### src/hw/rtl/nmea_sentence_framer_classifier_defines.svh
// Assertion macros of the NMEA sentence framer and classifier, used by its top level.
// Needs nothing else; files that assert include it by its bare name.
`ifndef NMEA_SENTENCE_FRAMER_CLASSIFIER_DEFINES_SVH
`define NMEA_SENTENCE_FRAMER_CLASSIFIER_DEFINES_SVH

// The consequent must hold in the same cycle as the antecedent.
`define NSFC_ASSERT_NOW(label, clk, rst, ante, cons, msg) \
  label: assert property (@(posedge clk) disable iff (rst) (ante) |-> (cons)) \
    else $error(msg);

// The consequent must hold in the cycle after the antecedent.
`define NSFC_ASSERT_NEXT(label, clk, rst, ante, cons, msg) \
  label: assert property (@(posedge clk) disable iff (rst) (ante) |=> (cons)) \
    else $error(msg);

`endif

### src/hw/rtl/nsfc_pkg.sv
// Types, codes and lookup tables of the NMEA sentence framer and classifier.
// No dependencies; every other RTL file imports it.
`default_nettype none

package nsfc_pkg;

  localparam int HEADER_BYTES   = 5;
  localparam int HDR_IDX_W      = $clog2(HEADER_BYTES);
  localparam int TALKER_COUNT   = 96;
  localparam int SENTENCE_COUNT = 65;

  localparam logic [7:0] CH_DOLLAR = 8'h24;
  localparam logic [7:0] CH_CR     = 8'h0D;
  localparam logic [7:0] CH_LF     = 8'h0A;
  localparam logic [7:0] CH_P      = 8'h50;

  localparam logic [7:0] MAX_MSG_RESET = 8'd82;

  localparam logic [1:0] ST_COMPLETE = 2'd0;
  localparam logic [1:0] ST_FULL     = 2'd1;
  localparam logic [1:0] ST_FRAMING  = 2'd2;

  localparam logic [6:0] TALKER_UNKNOWN     = 7'd0;
  localparam logic [6:0] TALKER_PROPRIETARY = 7'd1;
  localparam logic [6:0] SENTENCE_UNKNOWN   = 7'd0;

  localparam logic [8*2*TALKER_COUNT-1:0] TALKER_TABLE = {
    "ABADAGAIANAPARASATAX", "BIBN", "CACDCRCSCTCVCX", "DEDFDPDU", "ECEIEPER",
    "FDFEFRFS", "GAGBGIGLGNGPGQ", "HCHDHEHFHNHS", "IIIN", "JAJBJCJDJEJFJGJH",
    "LCMXNLNV", "RARBRCRI", "SASCSDSGSNSS", "TCTI", "U0U1U2U3U4U5U6U7U8U9UP",
    "VAVDVMVRVSVTVW", "WDWIWL", "YXZAZCZQZV"
  };

  localparam logic [8*3*SENTENCE_COUNT-1:0] SENTENCE_TABLE = {
    "AAMALMAPAAPBASD", "BECBODBWCBWRBWW", "DBTDCNDPTDTM", "FSI",
    "GGAGLCGLLGRSGSAGSTGSVGXA", "HDGHDTHSC", "LCD", "MSKMSSMTAMTWMWDMWV",
    "OLNOSD", "R00RMARMBRMCROTRPMRSARSDRTE", "SFISTN", "TRFTTMTXT",
    "VBWVDRVHWVLWVPWVTG", "WCVWNCWPL", "XDRXTCXTEXTR", "ZDAZFOZTG"
  };

  typedef logic [HEADER_BYTES-1:0][7:0] header_t;

  typedef struct packed {
    logic       valid;
    logic [1:0] status;
    logic [8:0] length;
    header_t    header;
  } event_t;

  function automatic logic [6:0] talker_lookup(input logic [7:0] c0, input logic [7:0] c1);
    logic [6:0] code;
    code = TALKER_UNKNOWN;
    for (int i = TALKER_COUNT - 1; i >= 0; i--) begin
      if (TALKER_TABLE[8*(2*TALKER_COUNT-1-2*i) +: 8] == c0 &&
          TALKER_TABLE[8*(2*TALKER_COUNT-2-2*i) +: 8] == c1) begin
        code = 7'(i + 2);
      end
    end
    if (c0 == CH_P) begin
      code = TALKER_PROPRIETARY;
    end
    return code;
  endfunction

  function automatic logic [6:0] sentence_lookup(input logic [7:0] c0, input logic [7:0] c1,
                                                 input logic [7:0] c2);
    logic [6:0] code;
    code = SENTENCE_UNKNOWN;
    for (int i = SENTENCE_COUNT - 1; i >= 0; i--) begin
      if (SENTENCE_TABLE[8*(3*SENTENCE_COUNT-1-3*i) +: 8] == c0 &&
          SENTENCE_TABLE[8*(3*SENTENCE_COUNT-2-3*i) +: 8] == c1 &&
          SENTENCE_TABLE[8*(3*SENTENCE_COUNT-3-3*i) +: 8] == c2) begin
        code = 7'(i + 1);
      end
    end
    return code;
  endfunction

endpackage

`default_nettype wire

### src/hw/rtl/nsfc_if.sv
// Channel interfaces of the NMEA sentence framer and classifier.
// Depends on nsfc_pkg.
`default_nettype none

interface nsfc_byte_if import nsfc_pkg::*; ();
  logic       valid;
  logic       ready;
  logic [7:0] rx_byte;

  modport source (output valid, output rx_byte, input ready);
  modport sink   (input valid, input rx_byte, output ready);
endinterface

interface nsfc_result_if import nsfc_pkg::*; ();
  logic       valid;
  logic       ready;
  logic [1:0] status;
  logic [6:0] talker_code;
  logic [6:0] sentence_code;
  logic [8:0] frame_length;

  modport source (output valid, output status, output talker_code, output sentence_code,
                  output frame_length, input ready);
  modport sink   (input valid, input status, input talker_code, input sentence_code,
                  input frame_length, output ready);
endinterface

interface nsfc_cfg_if import nsfc_pkg::*; ();
  logic       valid;
  logic       ready;
  logic [7:0] data;

  modport source (output valid, output data, input ready);
  modport sink   (input valid, input data, output ready);
endinterface

`default_nettype wire

### src/hw/rtl/nsfc_framer.sv
// Framing state machine: hunts for the start delimiter, keeps the header bytes
// and registers one event per finished frame or error. Depends on nsfc_pkg, nsfc_if.
`default_nettype none

module nsfc_framer import nsfc_pkg::*; (
  input  wire logic   clk,
  input  wire logic   rst,
  nsfc_byte_if.sink   rx,
  nsfc_cfg_if.sink    cfg,
  output event_t      ev,
  input  wire logic   ev_ready
);

  localparam logic [1:0] PH_SEARCH  = 2'd0;
  localparam logic [1:0] PH_WAIT_CR = 2'd1;
  localparam logic [1:0] PH_WAIT_LF = 2'd2;

  logic [7:0]        max_message_bytes;
  logic [1:0]        phase;
  logic [1:0]        phase_next;
  logic [7:0]        byte_count;
  logic [7:0]        byte_count_next;
  header_t           header;
  logic              hdr_write;
  logic [HDR_IDX_W-1:0] hdr_idx;
  logic              hit;
  logic [1:0]        hit_status;
  logic              rx_fire;

  assign cfg.ready = 1'b1;
  assign rx.ready  = !ev.valid || ev_ready;
  assign rx_fire   = rx.valid && rx.ready;
  assign hdr_idx   = HDR_IDX_W'(byte_count - 8'd1);

  always_comb begin
    phase_next      = phase;
    byte_count_next = byte_count;
    hdr_write       = 1'b0;
    hit             = 1'b0;
    hit_status      = ST_COMPLETE;
    unique case (phase)
      PH_WAIT_CR: begin
        if (rx.rx_byte == CH_CR) begin
          phase_next = PH_WAIT_LF;
        end else if (byte_count >= max_message_bytes) begin
          hit        = 1'b1;
          hit_status = ST_FULL;
        end else begin
          hdr_write       = (byte_count >= 8'd1) && (byte_count <= 8'(HEADER_BYTES));
          byte_count_next = byte_count + 8'd1;
        end
      end
      PH_WAIT_LF: begin
        phase_next      = PH_SEARCH;
        byte_count_next = 8'd0;
        hit             = 1'b1;
        hit_status      = (rx.rx_byte == CH_LF) ? ST_COMPLETE : ST_FRAMING;
      end
      default: begin
        phase_next      = PH_SEARCH;
        byte_count_next = 8'd0;
        if (rx.rx_byte == CH_DOLLAR) begin
          phase_next      = PH_WAIT_CR;
          byte_count_next = 8'd1;
        end
      end
    endcase
  end

  always_ff @(posedge clk) begin
    if (rst) begin
      max_message_bytes <= MAX_MSG_RESET;
      phase             <= PH_SEARCH;
      byte_count        <= 8'd0;
      ev.valid          <= 1'b0;
    end else begin
      if (cfg.valid && cfg.ready) begin
        max_message_bytes <= cfg.data;
      end
      if (rx_fire) begin
        phase      <= phase_next;
        byte_count <= byte_count_next;
        ev.valid   <= hit;
      end else if (ev_ready) begin
        ev.valid <= 1'b0;
      end
    end
    if (rx_fire && hit) begin
      ev.status <= hit_status;
      ev.length <= {1'b0, byte_count} + 9'd1;
      ev.header <= header;
    end
  end

  always_ff @(posedge clk) begin
    if (rx_fire && hdr_write) begin
      header[hdr_idx] <= rx.rx_byte;
    end
  end

endmodule

`default_nettype wire

### src/hw/rtl/nsfc_classifier.sv
// Talker and sentence type lookup of a finished frame, into the result register.
// Depends on nsfc_pkg and nsfc_if.
`default_nettype none

module nsfc_classifier import nsfc_pkg::*; (
  input  wire logic     clk,
  input  wire logic     rst,
  input  wire event_t   ev,
  output logic          ev_ready,
  nsfc_result_if.source result
);

  logic [6:0] talker;
  logic [6:0] sentence;
  logic       prop;

  assign ev_ready = !result.valid || result.ready;
  assign prop     = (ev.header[0] == CH_P);
  assign talker   = talker_lookup(ev.header[0], ev.header[1]);
  assign sentence = prop ? sentence_lookup(ev.header[1], ev.header[2], ev.header[3])
                         : sentence_lookup(ev.header[2], ev.header[3], ev.header[4]);

  always_ff @(posedge clk) begin
    if (rst) begin
      result.valid <= 1'b0;
    end else if (ev_ready) begin
      result.valid <= ev.valid;
    end
  end

  always_ff @(posedge clk) begin
    if (ev_ready && ev.valid) begin
      result.status <= ev.status;
      if (ev.status == ST_COMPLETE) begin
        result.talker_code   <= talker;
        result.sentence_code <= sentence;
        result.frame_length  <= ev.length;
      end else begin
        result.talker_code   <= TALKER_UNKNOWN;
        result.sentence_code <= SENTENCE_UNKNOWN;
        result.frame_length  <= 9'd0;
      end
    end
  end

endmodule

`default_nettype wire

### src/hw/rtl/nmea_sentence_framer_classifier.sv
// Top level of the NMEA sentence framer and classifier.
// Depends on nsfc_pkg, nsfc_if, nsfc_framer, nsfc_classifier and the defines header.
//
//   channel  direction  beat
//   rx       in         one received byte
//   cfg      in         max_message_bytes write, always ready
//   result   out        status, talker code, sentence code, frame length
//
// One byte is taken every cycle unless the event register is stalled. The path of a
// result is the framer event register and then the parallel table compares in front
// of the result register.
// Reset is synchronous and clears the phase, the count, the limit and both valids.
// A stalled result holds back rx only when the event register behind it is full.
`default_nettype none
`include "nmea_sentence_framer_classifier_defines.svh"

module nmea_sentence_framer_classifier import nsfc_pkg::*; (
  input  wire logic     clk,
  input  wire logic     rst,
  nsfc_byte_if.sink     rx,
  nsfc_cfg_if.sink      cfg,
  nsfc_result_if.source result
);

  event_t ev;
  logic   ev_ready;

  nsfc_framer u_framer (
    .clk      (clk),
    .rst      (rst),
    .rx       (rx),
    .cfg      (cfg),
    .ev       (ev),
    .ev_ready (ev_ready)
  );

  nsfc_classifier u_classifier (
    .clk      (clk),
    .rst      (rst),
    .ev       (ev),
    .ev_ready (ev_ready),
    .result   (result)
  );

  `NSFC_ASSERT_NOW(a_err_fields_zero, clk, rst,
    result.valid && (result.status != ST_COMPLETE),
    (result.talker_code == 7'd0) && (result.sentence_code == 7'd0) &&
    (result.frame_length == 9'd0), "error result carries nonzero fields")
  `NSFC_ASSERT_NOW(a_complete_length, clk, rst,
    result.valid && (result.status == ST_COMPLETE), result.frame_length >= 9'd2,
    "complete frame shorter than the start delimiter")
  `NSFC_ASSERT_NOW(a_no_accept_when_blocked, clk, rst,
    ev.valid && !ev_ready, !rx.ready, "byte taken while event register is blocked")
  `NSFC_ASSERT_NEXT(a_event_moves, clk, rst,
    ev.valid && ev_ready, result.valid, "event lost on its way to the result register")

endmodule

`default_nettype wire

### src/flat_wrapper.sv
// flat-port wrapper written by rule: the top's interface ports become plain ports
module nmea_sentence_framer_classifier_flat import nsfc_pkg::*;
  (clk, rst, rx_valid, rx_rx_byte, rx_ready, cfg_valid, cfg_data, cfg_ready, result_valid, result_status, result_talker_code, result_sentence_code, result_frame_length, result_ready);
  nsfc_byte_if rx_i ();
  nsfc_cfg_if cfg_i ();
  nsfc_result_if result_i ();
  input  wire logic clk;
  input  wire logic rst;
  input wire logic [$bits(rx_i.valid)-1:0] rx_valid;
  input wire logic [$bits(rx_i.rx_byte)-1:0] rx_rx_byte;
  output wire logic [$bits(rx_i.ready)-1:0] rx_ready;
  input wire logic [$bits(cfg_i.valid)-1:0] cfg_valid;
  input wire logic [$bits(cfg_i.data)-1:0] cfg_data;
  output wire logic [$bits(cfg_i.ready)-1:0] cfg_ready;
  output wire logic [$bits(result_i.valid)-1:0] result_valid;
  output wire logic [$bits(result_i.status)-1:0] result_status;
  output wire logic [$bits(result_i.talker_code)-1:0] result_talker_code;
  output wire logic [$bits(result_i.sentence_code)-1:0] result_sentence_code;
  output wire logic [$bits(result_i.frame_length)-1:0] result_frame_length;
  input wire logic [$bits(result_i.ready)-1:0] result_ready;
  assign rx_i.valid = rx_valid;
  assign rx_i.rx_byte = rx_rx_byte;
  assign rx_ready = rx_i.ready;
  assign cfg_i.valid = cfg_valid;
  assign cfg_i.data = cfg_data;
  assign cfg_ready = cfg_i.ready;
  assign result_valid = result_i.valid;
  assign result_status = result_i.status;
  assign result_talker_code = result_i.talker_code;
  assign result_sentence_code = result_i.sentence_code;
  assign result_frame_length = result_i.frame_length;
  assign result_i.ready = result_ready;
  nmea_sentence_framer_classifier u_core (.clk(clk), .rst(rst), .rx(rx_i), .cfg(cfg_i), .result(result_i));
endmodule
### config.mk
export PLATFORM = sky130hd
export DESIGN_NAME = nmea_sentence_framer_classifier_flat
export DESIGN_NICKNAME = d
export VERILOG_FILES = /design/src/hw/rtl/nsfc_pkg.sv /design/src/hw/rtl/nsfc_if.sv /design/src/hw/rtl/nsfc_framer.sv /design/src/hw/rtl/nsfc_classifier.sv /design/src/hw/rtl/nmea_sentence_framer_classifier.sv /design/src/flat_wrapper.sv
export VERILOG_INCLUDE_DIRS = /design/src /design/src/hw/rtl
export SDC_FILE = /design/constraint.sdc
export NUM_CORES = 1
export LEC_CHECK = 0
export BUFFER_PORTS_ARGS = -buffer_cell sky130_fd_sc_hd__buf_2
export CORE_MARGIN = 10
export CORE_UTILIZATION = 35
export DETAILED_ROUTE_END_ITERATION = 8
export GPL_TIMING_DRIVEN = 1
export PLACE_DENSITY = 0.49
export SYNTH_ARGS = -nofsm -noshare
export SYNTH_HDL_FRONTEND = slang
export SYNTH_SLANG_ARGS = --single-unit
### constraint.sdc
create_clock -name clk -period 3.77 [get_ports clk]
set_input_delay 0.377 -clock clk [delete_from_list [all_inputs] [get_ports clk]]
set_output_delay 0.377 -clock clk [all_outputs]
set_load 0.01 [all_outputs]
==> impl_metrics.env <==
export IMPL_r2r_slack_ps=530
export IMPL_grt_pass1_vias=8520
export IMPL_drt_iter0_markers=1032
export IMPL_slew_headroom_pct=30.4
export IMPL_syn_inst=998
export IMPL_finalSetupViolCount=0
export IMPL_cts_htree_levels=4
export IMPL_dr_pass1_iters=5
export IMPL_arrival_ps=3350
export IMPL_pin_count=49
export IMPL_status="finished, final reports clean"
export IMPL_peakVddDrop_mv=0.245
export IMPL_worstPathRequired_ps=3890
export IMPL_drt_wl_total_um=36100
export IMPL_num_vias=8897
export IMPL_final_common_cell="edfxtp_1"
export IMPL_hold_worst_slack_ps=175
export IMPL_p_per_area_mw_per_mm2=324
export IMPL_worst_setup_path_type="flip-flop to flip-flop"
export IMPL_cts_tree="done"
export IMPL_crit_fanout=10
export IMPL_die_w_um=181
export IMPL_start_util_pct=35.7
export IMPL_synth_net_count=1032
export IMPL_synth_distinct_cells=91
export IMPL_worst_pin_slew_ps=1040
export IMPL_cap_violations=0
export IMPL_syn_area_per_cell_um2=9.06
export IMPL_io_buffers=47
export IMPL_fin_setup_tns_ps=0
export IMPL_ys_ff_latch=136
export IMPL_antenna_found_initial=1
export IMPL_postCtsHoldBufs=0
export IMPL_overflow=0
export IMPL_nets=1090
export IMPL_place_congestion=1.01
export IMPL_core_area_mm2=0.0253
export IMPL_regArea_mm2=0.00388
export IMPL_async_reset_ff_share_pct=0
export IMPL_ant_nets=0
export IMPL_synth_edf_count=116
export IMPL_ys_flop_type="edfxtp_1"
export IMPL_area_delta_synth_final_pct=14.9
export IMPL_slew_viol_final=0
export IMPL_viasPerCell=6.36
export IMPL_wl_per_cell_um=25.8
export IMPL_rsz0062_at_grt="no"
export IMPL_cts_buffers=17
export IMPL_fmax_ghz=0.309
export IMPL_synth_area_mm2=0.00904
export IMPL_post_cts_setup_buffers=0
export IMPL_drc=0
export IMPL_hold_viol=0
export IMPL_grtUsageTotal_pct=21.4
export IMPL_post_route_util_pct=41.0
export IMPL_clkTransAtPathRegs_ps=70
export IMPL_min_path_type="primary input to flip-flop"
export IMPL_clockBufferDepth=2
export IMPL_die_area_mm2=0.0327
export IMPL_row_count=58
export IMPL_cts_sinks=136
export IMPL_startpoint_type="flip-flop"
export IMPL_layout_drive_gt1_share_pct=14.7
export IMPL_diodes=0
export IMPL_skew_ps=17.2
export IMPL_dp_hpwl_um=27600
export IMPL_die_h_um=181
export IMPL_yosysSeqAreaShare_pct=43.0
export IMPL_endpoint_kind="flip-flop"
export IMPL_yosysWarnings=0
export IMPL_p_leak_nw=3.44
export IMPL_period_share_pct=85.8
export IMPL_final_cell_mix="edfxtp_1, nand2_1, nor2_1, nand3_1, a21oi_1"
export IMPL_cts_resized_gates=0
export IMPL_multi_input_area_mm2=0.00490
export IMPL_post_route_min_period_ps=3240
export IMPL_insertion_delay_ps=420
export IMPL_fillerInstances=2550
export IMPL_grt_max_degree=52
export IMPL_cts_root_buf="clkbuf_16"
export IMPL_grt_pass1_wl_um=54700
-- flip-flops by register name (all words and copies together), names as in the netlist --
name	flops
u_core.u_framer.byte_count	8
u_core.u_classifier.result.frame_length	9
u_core.u_framer.max_message_bytes	8
u_core.u_framer.ev	52
u_core.u_framer.phase	2
u_core.u_classifier.result.valid	1
u_core.u_classifier.result.talker_code	7
u_core.u_framer.header	40
u_core.u_classifier.result.sentence_code	7
u_core.u_classifier.result.status	2
-- cell families after synthesis --
family                   count (synthesis)  share of synthesized area [%]
AND/OR/NAND/NOR                        537                           32.7
AO/OA/AOI/OAI                          228                           17.6
flip-flops                             136                           43.0
buffers and inverters                   64                           2.91
adder cells (fa/ha/maj)                 13                           1.80
XOR/XNOR                                10                          0.969
multiplexers                             9                           1.01
other                                    1                         0.0415
-- metrics by stage --
step / power [mW] / worst slack [ps] / instance area, µm² / instances
after floorplan: 1.69 / 604 / 9040 / 998
after global placement: 1.72 / 611 / 9790 / 1367
after detailed placement: 1.72 / 572 / 9790 / 1367
after CTS: 3.40 / 534 / 10400 / 1399
after global routing: 3.48 / 259 / 10400 / 1399
final: 3.36 / 534 / 10400 / 1399
-- cell type report --
class / instances / area share, %
flip-flops and latches: 136 / 37.4
repair buffers: 87 / 5.16
well taps: 330 / 3.98
inverters: 16 / 0.579
clock buffers: 21 / 4.75
multi-input cells: 798 / 47.2
clock inverters: 11 / 0.916
-- cells in the mapped netlist (all sizes together) (9+ instances only) --
| master | count | share of area, % |
|---|---|---|
| edfxtp | 116 | 39 |
| nand2 | 112 | 4.7 |
| nor2 | 108 | 4.6 |
| nand3 | 65 | 3.7 |
| a21oi | 52 | 2.9 |
| nor3 | 51 | 3.0 |
| o21ai | 37 | 2.0 |
| clkbuf | 32 | 1.3 |
| nor4 | 26 | 2.0 |
| and3 | 20 | 1.4 |
| dfxtp | 20 | 4.4 |
| nor2b | 20 | 1.4 |
| nand2b | 18 | 1.2 |
| and2 | 17 | 1.2 |
| buf | 16 | 0.91 |
| inv | 16 | 0.66 |
| or3 | 16 | 1.2 |
| nand4 | 15 | 1.0 |
| a211oi | 14 | 1.3 |
| a31oi | 13 | 0.90 |
| ha | 13 | 1.8 |
| nor4bb | 11 | 1.2 |
| o211ai | 11 | 0.91 |
| nor4b | 10 | 1.3 |
| o22ai | 9 | 0.62 |
-- power breakdown --
group | switching (mW) | internal, mW | total (mW)
clock network | 0.716 | 0.959 | 1.67
logic | 0.0400 | 0.0212 | 0.0611
registers | 0.00351 | 1.62 | 1.62
total | 0.760 | 2.60 | 3.36
-- worst max-delay path, cell delays in order, from the launching register on --
cell and delay (ps):
dfxtp_1 520, inv_1 160, ha_1 290, nand2b_1 140
a21o_1 170, a21o_1 170, a21oi_1 270, o21bai_1 190
nor4_1 400, nand2_1 180, nor3_1 230, buf_4 220
-- metal layers --
layer	vias up	GRT usage, %	routed length [µm]
met5	-	0	0
met3	104	4.76	3390
met4	0	7.12	1200
met2	540	32.0	15500
li1	4000	-	-
met1	4253	29.6	16000
-- path summary, 6_finish.rpt --
path / from / cells after the start / end
hold / removal: cfg_data[6] / 3 / u_core.u_framer.max_message_bytes[6]$_SDFFE_PP1P_
setup / recovery: u_core.u_framer.byte_count[0]$_SDFFE_PP0P_ / 11 / u_core.u_framer.header[25]$_DFFE_PP_
setup reg to reg: u_core.u_framer.byte_count[0]$_SDFFE_PP0P_ / 11 / u_core.u_framer.header[25]$_DFFE_PP_
hold reg to reg: u_core.u_framer.header[29]$_DFFE_PP_ / 0 / u_core.u_framer.ev[29]$_DFFE_PP_
Note: power is estimated with default switching activity, not from simulation.
